**config.mk**
```make
export PLATFORM = sky130hd
export DESIGN_NAME = battery_charge_estimator_top_flat
export DESIGN_NICKNAME = d
export VERILOG_FILES = /design/src/bce_pkg.sv /design/src/bce_if.sv /design/src/bce_ram.sv /design/src/battery_charge_estimator_top.sv /design/src/flat_wrapper.sv
export SDC_FILE = /design/constraint.sdc
export NUM_CORES = 1
export LEC_CHECK = 0
export BUFFER_PORTS_ARGS = -buffer_cell sky130_fd_sc_hd__buf_4
export CORE_ASPECT_RATIO = 1.5
export CORE_MARGIN = 10
export CORE_UTILIZATION = 45
export DETAILED_ROUTE_END_ITERATION = 8
export SLEW_MARGIN = 20
export SYNTH_ARGS = -nofsm -noshare
export SYNTH_HDL_FRONTEND = slang
export SYNTH_SLANG_ARGS = --single-unit
```
**constraint.sdc**
```tcl
create_clock -name i_clk -period 6.68 [get_ports i_clk]
set_input_delay 1.336 -clock i_clk [delete_from_list [all_inputs] [get_ports i_clk]]
set_output_delay 1.336 -clock i_clk [all_outputs]
set_load 0.01 [all_outputs]
```
**src/bce_pkg.sv**
```systemverilog
// ----------------------------------------------------------------------------
// Battery charge estimator package
// Fixed field widths, gain reset value and the charge threshold ladder.
// ----------------------------------------------------------------------------
package bce_pkg;

    localparam int MV_W   = 18;
    localparam int PCT_W  = 7;
    localparam int GAIN_W = 16;

    localparam logic [GAIN_W-1:0] GAIN_RESET = 16'd13914;
    localparam logic [MV_W-1:0]   MV_MAX     = 18'd262143;

    localparam int RUNGS = 10;

    // Upper voltage bound of each 10 percent rung, in millivolts
    localparam logic [MV_W-1:0] RUNG_MV [RUNGS] = '{
        18'd45500, 18'd46040, 18'd46640, 18'd47240, 18'd47840,
        18'd48400, 18'd48960, 18'd49480, 18'd50000, 18'd50480
    };

    localparam logic [PCT_W-1:0] PCT_FULL = 7'd100;

    // Map an average voltage to the first rung it does not exceed
    function automatic logic [PCT_W-1:0] ladder(input logic [MV_W-1:0] mv);
        logic [PCT_W-1:0] pct;
        pct = PCT_FULL;
        for (int k = RUNGS - 1; k >= 0; k--) begin
            if (mv <= RUNG_MV[k]) begin
                pct = PCT_W'(k * 10);
            end
        end
        return pct;
    endfunction

endpackage

```
**src/bce_if.sv**
```systemverilog
// ----------------------------------------------------------------------------
// Battery charge estimator channel interfaces
// Sample input, result output and gain configuration channels.
// ----------------------------------------------------------------------------
interface bce_sample_if #(
    parameter int W = 10
);
    logic         valid;
    logic         ready;
    logic [W-1:0] adc_sample;

    modport source (output valid, output adc_sample, input ready);
    modport sink   (input valid, input adc_sample, output ready);
endinterface

interface bce_result_if;
    logic                       valid;
    logic                       ready;
    logic [bce_pkg::MV_W-1:0]   avg_millivolts;
    logic [bce_pkg::PCT_W-1:0]  charge_percent;

    modport source (output valid, output avg_millivolts, output charge_percent, input ready);
    modport sink   (input valid, input avg_millivolts, input charge_percent, output ready);
endinterface

interface bce_cfg_if;
    logic                        valid;
    logic                        ready;
    logic [bce_pkg::GAIN_W-1:0]  mv_per_code_gain;

    modport source (output valid, output mv_per_code_gain, input ready);
    modport sink   (input valid, input mv_per_code_gain, output ready);
endinterface

```
**src/bce_ram.sv**
```systemverilog
// ----------------------------------------------------------------------------
// Battery charge estimator generic RAM
// One write port, one read port, read data registered.
// ----------------------------------------------------------------------------
module bce_ram #(
    parameter int WIDTH = 18,
    parameter int DEPTH = 10
) (
    input  logic                     i_clk,
    input  logic                     i_we,
    input  logic [$clog2(DEPTH)-1:0] i_waddr,
    input  logic [WIDTH-1:0]         i_wdata,
    input  logic                     i_re,
    input  logic [$clog2(DEPTH)-1:0] i_raddr,
    output logic [WIDTH-1:0]         o_rdata
);

    logic [WIDTH-1:0] r_mem [DEPTH];
    logic [WIDTH-1:0] r_rdata;

    // Write and registered read
    always_ff @(posedge i_clk) begin
        if (i_we) begin
            r_mem[i_waddr] <= i_wdata;
        end
        if (i_re) begin
            r_rdata <= r_mem[i_raddr];
        end
    end

    assign o_rdata = r_rdata;

endmodule

```
**src/battery_charge_estimator_top.sv**
```systemverilog
// ----------------------------------------------------------------------------
// Battery charge estimator
// Scales ADC samples to millivolts, keeps a moving average over a ring in
// RAM and maps the average to a charge percentage.
// ----------------------------------------------------------------------------
//  channel    dir  transaction
//  i_sample   in   one ADC sample
//  o_result   out  average millivolts and charge percent
//  i_cfg      in   gain write, always ready
//
//  Each sample runs to completion before the next is accepted: read and
//  scale, accumulate and write back, then a restoring divider that yields
//  one quotient bit per cycle over the TOT_W-bit total.
//  A result waits in the output register while the next sample is taken; a
//  finished division holds until that register is free. Reset empties the
//  window at once through the fill count, so no clearing pass is needed.
module battery_charge_estimator_top #(
    parameter int WINDOW   = 10,
    parameter int ADC_BITS = 10
) (
    input  logic          i_clk,
    input  logic          i_rst_n,
    bce_sample_if.sink    i_sample,
    bce_result_if.source  o_result,
    bce_cfg_if.sink       i_cfg
);

    localparam int MV_W   = bce_pkg::MV_W;
    localparam int GAIN_W = bce_pkg::GAIN_W;
    localparam int SLOT_W = $clog2(WINDOW);
    localparam int CNT_W  = $clog2(WINDOW + 1);
    localparam int TOT_W  = MV_W + $clog2(WINDOW);
    localparam int PROD_W = ADC_BITS + GAIN_W;
    localparam int BIT_W  = $clog2(TOT_W);

    typedef enum logic [2:0] {
        S_IDLE,
        S_SCALE,
        S_ACCUM,
        S_DIVIDE,
        S_DONE
    } t_state;

    t_state                   r_state;
    logic [GAIN_W-1:0]        r_gain;
    logic [ADC_BITS-1:0]      r_sample;
    logic [MV_W-1:0]          r_scaled;
    logic [MV_W-1:0]          r_old;
    logic [SLOT_W-1:0]        r_slot;
    logic [CNT_W-1:0]         r_filled;
    logic [TOT_W-1:0]         r_total;
    logic [TOT_W-1:0]         r_dividend;
    logic [CNT_W-1:0]         r_rem;
    logic [BIT_W-1:0]         r_bit;
    logic                     r_out_valid;
    logic [MV_W-1:0]          r_avg;
    logic [bce_pkg::PCT_W-1:0] r_pct;

    logic                     w_accept;
    logic                     w_full;
    logic [MV_W-1:0]          w_rdata;
    logic [PROD_W-1:0]        w_prod;
    logic [PROD_W-1:0]        w_shift;
    logic [CNT_W:0]           w_trial;
    logic [CNT_W:0]           w_sub;
    logic                     w_ge;
    logic [MV_W-1:0]          w_avg;
    logic                     w_out_free;
    logic                     w_load;

    assign w_accept   = i_sample.valid && i_sample.ready;
    assign w_full     = (r_filled == CNT_W'(WINDOW));
    assign w_out_free = !r_out_valid || o_result.ready;
    assign w_load     = (r_state == S_DONE) && w_out_free;

    // Scale: product then Q8 shift
    assign w_prod  = PROD_W'(r_sample) * PROD_W'(r_gain);
    assign w_shift = w_prod >> 8;

    // Divider step: shift in the next dividend bit, try the subtract
    assign w_trial = {r_rem, r_dividend[TOT_W-1]};
    assign w_sub   = w_trial - (CNT_W + 1)'(r_filled);
    assign w_ge    = (w_trial >= (CNT_W + 1)'(r_filled));

    // Clamp the quotient to the output range
    assign w_avg = (r_dividend > TOT_W'(bce_pkg::MV_MAX)) ? bce_pkg::MV_MAX
                                                          : r_dividend[MV_W-1:0];

    // Ring of scaled samples; written back before the next read, so no overlap
    bce_ram #(
        .WIDTH (MV_W),
        .DEPTH (WINDOW)
    ) u_ring (
        .i_clk   (i_clk),
        .i_we    (r_state == S_ACCUM),
        .i_waddr (r_slot),
        .i_wdata (r_scaled),
        .i_re    (w_accept),
        .i_raddr (r_slot),
        .o_rdata (w_rdata)
    );

    // Sequencer, datapath and output register
    always_ff @(posedge i_clk) begin
        if (!i_rst_n) begin
            r_state     <= S_IDLE;
            r_gain      <= bce_pkg::GAIN_RESET;
            r_slot      <= '0;
            r_filled    <= '0;
            r_total     <= '0;
            r_out_valid <= 1'b0;
        end else begin
            // Take gain writes
            if (i_cfg.valid) begin
                r_gain <= i_cfg.mv_per_code_gain;
            end

            // Load a new result, or drop the current one once taken
            if (w_load) begin
                r_out_valid <= 1'b1;
            end else if (o_result.ready) begin
                r_out_valid <= 1'b0;
            end

            case (r_state)
                S_IDLE: begin
                    if (w_accept) begin
                        r_sample <= i_sample.adc_sample;
                        r_state  <= S_SCALE;
                    end
                end
                S_SCALE: begin
                    r_scaled <= (w_shift > PROD_W'(bce_pkg::MV_MAX)) ? bce_pkg::MV_MAX
                                                                     : w_shift[MV_W-1:0];
                    // Slots beyond the fill count were never written and count as zero
                    r_old    <= w_full ? w_rdata : '0;
                    r_state  <= S_ACCUM;
                end
                S_ACCUM: begin
                    r_total    <= r_total + TOT_W'(r_scaled) - TOT_W'(r_old);
                    r_dividend <= r_total + TOT_W'(r_scaled) - TOT_W'(r_old);
                    r_rem      <= '0;
                    r_bit      <= BIT_W'(TOT_W - 1);
                    r_slot     <= (r_slot == SLOT_W'(WINDOW - 1)) ? '0 : r_slot + 1'b1;
                    if (!w_full) begin
                        r_filled <= r_filled + 1'b1;
                    end
                    r_state    <= S_DIVIDE;
                end
                S_DIVIDE: begin
                    r_rem      <= w_ge ? w_sub[CNT_W-1:0] : w_trial[CNT_W-1:0];
                    r_dividend <= {r_dividend[TOT_W-2:0], w_ge};
                    r_bit      <= r_bit - 1'b1;
                    if (r_bit == '0) begin
                        r_state <= S_DONE;
                    end
                end
                S_DONE: begin
                    // Hold until the output register is free
                    if (w_out_free) begin
                        r_avg       <= w_avg;
                        r_pct       <= bce_pkg::ladder(w_avg);
                        r_state     <= S_IDLE;
                    end
                end
                default: begin
                    r_state <= S_IDLE;
                end
            endcase
        end
    end

    assign i_sample.ready          = (r_state == S_IDLE);
    assign i_cfg.ready             = 1'b1;
    assign o_result.valid          = r_out_valid;
    assign o_result.avg_millivolts = r_avg;
    assign o_result.charge_percent = r_pct;

endmodule

```
**src/flat_wrapper.sv**
```systemverilog
// flat-port wrapper written by rule: the top's interface ports become plain ports
module battery_charge_estimator_top_flat 
#(
    parameter int WINDOW   = 10,
    parameter int ADC_BITS = 10
)
  (i_clk, i_rst_n, i_sample_valid, i_sample_adc_sample, i_sample_ready, o_result_valid, o_result_avg_millivolts, o_result_charge_percent, o_result_ready, i_cfg_valid, i_cfg_mv_per_code_gain, i_cfg_ready);
  bce_sample_if #(.W((10))) i_sample_i ();
  bce_result_if o_result_i ();
  bce_cfg_if i_cfg_i ();
  input  logic i_clk;
  input  logic i_rst_n;
  input wire logic [$bits(i_sample_i.valid)-1:0] i_sample_valid;
  input wire logic [$bits(i_sample_i.adc_sample)-1:0] i_sample_adc_sample;
  output wire logic [$bits(i_sample_i.ready)-1:0] i_sample_ready;
  output wire logic [$bits(o_result_i.valid)-1:0] o_result_valid;
  output wire logic [$bits(o_result_i.avg_millivolts)-1:0] o_result_avg_millivolts;
  output wire logic [$bits(o_result_i.charge_percent)-1:0] o_result_charge_percent;
  input wire logic [$bits(o_result_i.ready)-1:0] o_result_ready;
  input wire logic [$bits(i_cfg_i.valid)-1:0] i_cfg_valid;
  input wire logic [$bits(i_cfg_i.mv_per_code_gain)-1:0] i_cfg_mv_per_code_gain;
  output wire logic [$bits(i_cfg_i.ready)-1:0] i_cfg_ready;
  assign i_sample_i.valid = i_sample_valid;
  assign i_sample_i.adc_sample = i_sample_adc_sample;
  assign i_sample_ready = i_sample_i.ready;
  assign o_result_valid = o_result_i.valid;
  assign o_result_avg_millivolts = o_result_i.avg_millivolts;
  assign o_result_charge_percent = o_result_i.charge_percent;
  assign o_result_i.ready = o_result_ready;
  assign i_cfg_i.valid = i_cfg_valid;
  assign i_cfg_i.mv_per_code_gain = i_cfg_mv_per_code_gain;
  assign i_cfg_ready = i_cfg_i.ready;
  battery_charge_estimator_top #(.WINDOW(WINDOW), .ADC_BITS(ADC_BITS)) u_core (.i_clk(i_clk), .i_rst_n(i_rst_n), .i_sample(i_sample_i), .o_result(o_result_i), .i_cfg(i_cfg_i));
endmodule
```
==> results.cfg, run 1 <==
[route]
ant_nets = 0
via_count = 12207
vias_per_cell = 5.21
wire_per_inst_um = 18.0
drtIter0Drc = 487
first_pass_iters = 5
drc_errors = 0
routed_wl_um = 42200

[synthesis]
synthTopCellsByArea = edfxtp_1 44%, fa_1 13%, ha_1 5.5%
synth-seq-cells = 349
ys_warn_count = 0
synth_top_flop_cell = edfxtp_1
syn_inst = 1696
synth_edf_count = 299
synth_largest_area_cell = edfxtp_1
synth_area_um2 = 20200
synthArstFlopShare_pct = 0
syn-num-nets = 1943
syn_avg_cell_area_um2 = 11.9
synth_commonest_cells = 299 x edfxtp_1, 216 x inv_1, 214 x nand2_1, 128 x fa_1, 99 x and2_1
synth-seq-area-share_pct = 49.4
synth_cell_type_count = 67
synth_most_common_cell = edfxtp_1
synth_top_area_share_pct = 44.5

[layout]
multi_input_comb_area_um2 = 9140
fillerInstances = 3964
seqCellArea_um2 = 9980
layout-drive-gt1-share_pct = 11.2
syn2layout_area_growth_pct = 11.2
antenna_cells = 0
fin_nets = 1981

[outcome]
status = finished, final reports clean

[critical_path]
critPathMaxStageDelay_ps = 610
arrival_ps = 6430
cp_common_cell = fa_1
path_cells = and2_1 > fa_1 > fa_1 > fa_1 > fa_1 > inv_1 > fa_1 > inv_1 > ha_1 > and4_1 > and3_1 > o211ai_1 > a21oi_1 > nor2_1 > a2111oi_1 > o21a_1 > nor2_1 > xnor2_1
critPathLaunchType = register
critPathLaunch = u_core.r_sample[9]
required_ps = 6950
crit_buf_inv = 2
critPathMaxFanout = 16
path_class = reg2reg
r2r_start = u_core.r_sample[9]
crit_family = adder cells
crit_slowest_cell = edfxtp_1
worstSetupEndpointType = register

[pwr]
power.leakage_nw = 8.86
ir_worst_vdd_mv = 0.210
powerDensity_nw_per_um2 = 369
total_power_w = 0.00828

[timing]
setup_viol_count_final = 0
report.final.slew_viol_count = 0
hold_viol = 0
worst_pin_slew_ps = 1080
setup_tns_ps = 0
relSlewSlack_pct = 28.1
rsz0062_at_grt = false
clock.fmax_mhz = 162
hold_ws_ps = 464
skew_ps = 18.2
min_period_ps = 6160
fin_crit_sh_pct = 92.2

[clock_network]
clock_sink_count = 349
ctsHoldBuffers = 0
clk_path_buf_depth = 3
cts_buffers = 37
cts_max_level = 2
clk_pin_slew_ps = 60
cts_tree = built
clock_latency_ps = 530
clock-root-buffer = clkbuf_16

[grt]
overflow = 0
grt_max_degree = 58
antenna_found_initial = 0
grt_use_total_pct = 16.1
grt_pass1_wl_um = 69200
grt_pass1_vias = 13307

[floorplan]
initial_core_util_pct = 45.3
die_w_um = 193
die_area_um2 = 53900
rows = 95
io_pins = 59
die_y_um = 279
core-area_um2 = 44600

[placement]
place_congestion = 0.863
io_buffers = 56
place_hpwl_um = 31300

[min_path]
worstHoldStart = u_core.r_total[11]
worstHoldPathType = reg2reg

[job]
max-cap-violations = 0
## per-stage QoR
stage	area, um2	std cells	util, %	setup slack, ps
6_report	22500	2342	50.4	518
5_1_grt	22500	2342	50.4	60.1
4_1_cts	22400	2340	50.3	407
3_5_place_dp	21200	2275	47.7	414
3_3_place_gp	21200	2275	47.7	539
2_1_floorplan	20200	1696	-	1060
## cell families after synthesis
| logic type | Yosys count | synth area share (%) |
|---|---|---|
| simple gates | 516 | 12.6 |
| flops | 349 | 49.4 |
| buf+inv | 298 | 5.62 |
| fa+ha+maj | 216 | 18.1 |
| compound gates | 193 | 6.25 |
| mux | 74 | 5.91 |
| xor+xnor | 48 | 2.08 |
| other cells | 2 | 0.0372 |
## cell usage in the layout, fill, tap and decap left out, drive strengths merged, types with 23 or more instances in the layout
cell type  netlist  layout
edfxtp         299     299
inv            216     217
nand2          214     214
fa             128     128
and2            99      99
ha              88      88
buf             12      81
nor2            64      64
a21oi           59      59
dfxtp           50      50
clkbuf          70      48
nor2b           37      37
mux2i           36      36
mux4            36      36
xnor2           35      35
o21ai           30      30
a211oi          25      25
nor3            23      23
## area by class of cell
type                       count  area share [%]
clock buffer                  48            4.40
clock inverter                17           0.903
inverter                     216            3.61
multi-input combinational   1049            40.7
sequential                   349            44.5
tap                          582            3.24
timing repair buffer          81            2.71
## worst register-to-register path: stages (launching register included)
cell and delay [ps]:
edfxtp_1 610, and2_1 290, fa_1 510, fa_1 520
fa_1 520, fa_1 540, inv_1 50, fa_1 530
inv_1 40, ha_1 330, and4_1 230, and3_1 180
o211ai_1 110, a21oi_1 390, nor2_1 130, a2111oi_1 550
o21a_1 200, nor2_1 50, xnor2_1 120
## final timing paths
check / end / slack [ps] / depth (start not counted)
max: u_core.r_scaled[16] / 520 / 18
min: u_core.r_total[11] / 460 / 2
max reg2reg: u_core.r_scaled[16] / 520 / 18
min reg2reg: u_core.r_total[11] / 460 / 2
## sequential cells by signal, indices dropped and copies added, names as in the netlist, 10 cells and up
register,count
u_core.u_ring.o_rdata,18
u_core.o_result.avg_millivolts,18
u_core.r_scaled,18
u_core.r_gain,16
u_core.u_ring.r_mem,180
u_core.r_dividend,22
u_core.r_total,22
u_core.r_old,18
u_core.r_sample,10
## routing by layer
metal	part of all wire [%]	track usage [%]
met5	0	0
met4	3.5	6.25
met3	3.4	2.22
met2	55	30.6
met1	38	17.2
## report_power, final
| group | internal (W) | switching [W] | total (W) |
|---|---|---|---|
| registers | 0.00282 | 0.000254 | 0.00307 |
| logic | 0.00139 | 0.00179 | 0.00318 |
| clock network | 0.00120 | 0.000825 | 0.00203 |
| total | 0.00541 | 0.00287 | 0.00828 |
## what timing repair did
| action | 4_1_cts | 5_1_grt |
|---|---|---|
| setup endpoints to repair | 0 | 2 |
| gates resized for setup | 0 | 0 |
| setup buffers | 0 | 2 |
Note: power is estimated with default switching activity, not from simulation.
==> inputs of run 2 (changes only) <==
REMOVE_ABC_BUFFERS = 1   (was default)
==> results.cfg, run 2 (synthesized netlist as in run 1, its figures left out) <==
[outcome]
status = finished, final reports clean

[route]
via_count = 12230
routed_wl_um = 40700
drc_errors = 0
ant_nets = 0
vias_per_cell = 5.22
first_pass_iters = 4
drtIter0Drc = 417
wire_per_inst_um = 17.3

[layout]
stdcell_area_um2 = 22400
antenna_cells = 0
utilization_pct = 50.3
fillerInstances = 3958
largest_register_ffs = 180
reg.largest.list = u_core.u_ring.r_mem (180), u_core.r_dividend (22), u_core.r_total (22)
multi_input_comb_area_um2 = 9140
fin_nets = 1983
final_common_cell = edfxtp_1
layout-drive-gt1-share_pct = 11.2
seqCellArea_um2 = 9980
syn2layout_area_growth_pct = 10.9
final_cell_mix = 299 x edfxtp_1, 216 x inv_1, 214 x nand2_1, 128 x fa_1, 99 x and2_1
regMostFlops = u_core.u_ring.r_mem

[timing]
relSlewSlack_pct = 33.4
hold_viol = 0
setup_viol_count_final = 0
setup_tns_ps = 0
skew_ps = 22.1
worst_pin_slew_ps = 998
clock.fmax_mhz = 163
min_period_ps = 6140
fin_crit_sh_pct = 91.9
rsz0062_at_grt = false
report.final.slew_viol_count = 0

[grt]
antenna_found_initial = 1
overflow = 0
grt_max_degree = 46
grt_pass1_wl_um = 67600
grt_use_total_pct = 15.6
grt_pass1_vias = 13372

[critical_path]
required_ps = 6950
path_class = reg2reg
worstSetupEndpointType = register
arrival_ps = 6410
critPathMaxStageDelay_ps = 610
crit_buf_inv = 2
critPathLaunchType = register
crit_slowest_cell = edfxtp_1
crit_cells = 17
path_cells = and2_1 > fa_1 > fa_1 > fa_1 > fa_1 > inv_1 > fa_1 > inv_1 > ha_1 > and4_1 > and3_1 > nand4_1 > a21oi_1 > nor2_1 > a2111oi_2 > a311oi_1 > xnor2_1
rr_worst_depth = 17
critPathMaxFanout = 16
crit_family = adder cells
cp_common_cell = fa_1

[floorplan]
io_pins = 59
die_area_um2 = 53900
die_w_um = 193
initial_core_util_pct = 45.3
rows = 95
die_y_um = 279
core-area_um2 = 44600

[clock_network]
clk_path_buf_depth = 3
cts_max_level = 2
cts_tree = built
clock_sink_count = 349
clock_latency_ps = 540
clock-root-buffer = clkbuf_16
ctsHoldBuffers = 0
clk_pin_slew_ps = 60
cts_buffers = 37

[pwr]
seqPwrFrac_pct = 37.9
switching_share_pct = 34.9
power.leakage_nw = 8.85
ir_worst_vdd_mv = 0.214
power.switching_w = 0.00283
p_comb_share_pct = 38.6
clkPwrFrac_pct = 23.5
internal-power_w = 0.00529
powerDensity_nw_per_um2 = 362

[min_path]
holdPathStages = 2
worstHoldPathType = reg2reg

[placement]
place_congestion = 0.890
io_buffers = 56
dpl-instance-area_um2 = 21300
place_hpwl_um = 30200

[job]
max-cap-violations = 0
## run 2: cell types whose count changed in the layout (fill, tap and decap cells not counted), sizes merged
cell | before | now
clkinvlp | 4 | 1
clkbuf | 48 | 50
bufinv | 4 | 0
buf | 81 | 83
inv | 217 | 219
clkinv | 8 | 12
## run 2: final cells by class
type                    count  area share [%]
clock inverters            16           0.413
clock buffers              50            4.58
multi-input cells        1049            40.8
well taps                 582            3.25
repair buffers             83            2.80
flip-flops and latches    349            44.6
inverters                 216            3.62
## run 2: final timing paths
kind	startpoint	end	slack, ps
setup / recovery	u_core.r_sample[9]	u_core.r_scaled[17]	540
hold / removal	u_core.r_total[9]	u_core.r_total[9]	460
setup reg to reg	u_core.r_sample[9]	u_core.r_scaled[17]	540
hold reg to reg	u_core.r_total[9]	u_core.r_total[9]	460
## run 2: routing by layer
layer	vias to the layer above	wire length [um]	global-route usage [%]
met5	-	0	0
met4	0	1410	6.17
met3	78	1340	2.17
met2	186	22800	29.9
met1	6123	15100	16.4
li1	5843	-	-
## run 2: metrics by stage
stage                     setup slack [ps]  hold slack, ps  power (W)  cells
after floorplan                       1130             443    0.00555   1614
after global placement                 383             452    0.00620   2275
after global routing                   127             493    0.00882   2345
final                                  539             462    0.00812   2345
after CTS                              304             465    0.00824   2342
after detailed placement               327             457    0.00629   2276
## run 2: power by group through the flow
stage          Combinational [W]  Clock (W)  Sequential (W)
2_1_floorplan            0.00252          0         0.00303
3_3_place_gp             0.00310          0         0.00311
3_5_place_dp             0.00316          0         0.00313
4_1_cts                  0.00318    0.00198         0.00308
5_1_grt                  0.00365    0.00206         0.00311
6_report                 0.00313    0.00191         0.00308
## run 2: worst min-delay path: stages (launching register included)
cell	delay, ps
dfxtp_1	310
nand2_1	40
a21boi_0	60
## run 2: repair_timing
item                                    4_1_cts  5_1_grt
endpoints found under the setup margin        0        2
setup buffers                                 0        3
gates resized for setup                       0        1
==> inputs of run 3 (changes only) <==
CORE_UTILIZATION = 38   (was 45)
clock period = 6.21 ns   (was 6.68 ns; I/O delays follow)
==> results.cfg, run 3 (synthesized netlist as in run 1, its figures left out) <==
[pwr]
powerDensity_nw_per_um2 = 400
power.leakage_nw = 9.06
ir_worst_vdd_mv = 0.218

[critical_path]
arrival_ps = 6250
worstSetupEndpointType = register
required_ps = 6500
critPathMaxFanout = 11
path_class = reg2reg
critPathLaunchType = register

[layout]
largest_register_ffs = 180
utilization_pct = 43.6
syn2layout_area_growth_pct = 13.4
antenna_cells = 0
layout-drive-gt1-share_pct = 12.7
final_cells = 2464
regMostFlops = u_core.u_ring.r_mem
final_cell_mix = 299 x edfxtp_1, 216 x inv_1, 214 x nand2_1, 128 x fa_1, 99 x and2_1
seqCellArea_um2 = 9990
fin_nets = 2001
multi_input_comb_area_um2 = 9140
fillerInstances = 4938
reg.largest.list = u_core.u_ring.r_mem (180), u_core.r_dividend (22), u_core.r_total (22)
final_common_cell = edfxtp_1
stdcell_area_um2 = 22900

[placement]
place_hpwl_um = 31500
place_ws_ps = -39.3
io_buffers = 56
dpl-instance-area_um2 = 21500
place_congestion = 0.864
dp.cells = 2386

[floorplan]
die_area_um2 = 63000
initial_core_util_pct = 38.4
die_y_um = 302
rows = 103
core-area_um2 = 52600
die_w_um = 208
io_pins = 59

[clock_network]
clock-root-buffer = clkbuf_16
clk_path_buf_depth = 3
ctsHoldBuffers = 0
clock_sink_count = 349
clock_latency_ps = 550
cts_tree = built
cts_max_level = 2
cts_buffers = 37
clk_pin_slew_ps = 60

[timing]
clock.fmax_mhz = 168
relSlewSlack_pct = 34.1
hold_viol = 0
setup_viol_count_final = 0
rsz0062_at_grt = true
report.final.slew_viol_count = 0
fin_crit_sh_pct = 95.8
min_period_ps = 5950
skew_ps = 28.2
worst_pin_slew_ps = 988
layout_setup_ws_ps = 259

[route]
via_count = 12138
drtIter0Drc = 438
drc_errors = 0
ant_nets = 0
first_pass_iters = 5
vias_per_cell = 4.93
routed_wl_um = 41900
wire_per_inst_um = 17.0

[grt]
grt_pass1_vias = 13301
grt_max_degree = 52
overflow = 0
grt_use_total_pct = 13.6
grt_pass1_wl_um = 69400
antenna_found_initial = 0

[job]
max-cap-violations = 0

[outcome]
status = finished, final reports clean

[min_path]
worstHoldPathType = reg2reg
## run 3: changes by cell type in the layout (fill, tap and decap cells not counted), sizes merged
cell      delta
inv          +2
buf         +18
clkinvlp     -1
bufinv       +8
clkbuf       -8
## run 3: report_power, final
group	total, W	leakage (nW)	internal (W)	switching (W)
logic	0.00345	5.27	0.00150	0.00195
registers	0.00331	3.13	0.00303	0.000273
clock network	0.00240	0.658	0.00148	0.000924
total	0.00916	9.06	0.00601	0.00314
## run 3: final timing paths
check	slack (ps)	cells past startpoint	from	endpoint
hold reg to reg	460	2	u_core.r_total[13]	u_core.r_total[13]
setup reg to reg	260	20	u_core.r_gain[12]	u_core.r_scaled[16]
setup / recovery	260	20	u_core.r_gain[12]	u_core.r_scaled[16]
hold / removal	460	2	u_core.r_total[13]	u_core.r_total[13]
## run 3: worst max-delay path, stage by stage, from the launching register on
cell and delay, ps:
dfxtp_1 620, nand2_1 160, fa_1 560, inv_1 50, fa_1 520, fa_1 440
fa_1 540, inv_1 50, fa_1 530, inv_1 40, ha_1 340, and4_1 270
and3_1 210, o211ai_1 150, a21oi_2 280, nor2_1 110, a2111oi_1 360, buf_4 180
o21a_1 120, nor2_1 50, xnor2_1 110
## run 3: repair_timing
action | in CTS | in global routing
setup buffers | 0 | 11
pin swaps | 0 | 0
gates resized for setup | 1 | 2
hold endpoints to repair | 0 | 0
setup endpoints to repair | 1 | 3
## run 3: cell type report
| class | count | area share (%) |
|---|---|---|
| Sequential cell | 349 | 43.6 |
| Multi-Input combinational cell | 1049 | 39.9 |
| Clock buffer | 42 | 4.26 |
| Tap cell | 682 | 3.72 |
| Inverter | 216 | 3.54 |
| Timing Repair Buffer | 101 | 3.47 |
| Clock inverter | 25 | 1.53 |
## run 3: metrics by stage
| step | setup TNS [ps] | hold WS, ps | total power (W) |
|---|---|---|---|
| after floorplan | 0 | 443 | 0.00597 |
| after global placement | 0 | 453 | 0.00674 |
| after detailed placement | -39.3 | 459 | 0.00684 |
| after CTS | 0 | 468 | 0.00928 |
| after global routing | -21.6 | 485 | 0.00988 |
| final | 0 | 465 | 0.00916 |
## run 3: layer usage
| layer | global-route usage, % | share of wire, % |
|---|---|---|
| met3 | 2.13 | 2.9 |
| met1 | 13.9 | 37 |
| met2 | 27.2 | 57 |
| met5 | 0 | 0 |
| met4 | 4.39 | 2.6 |
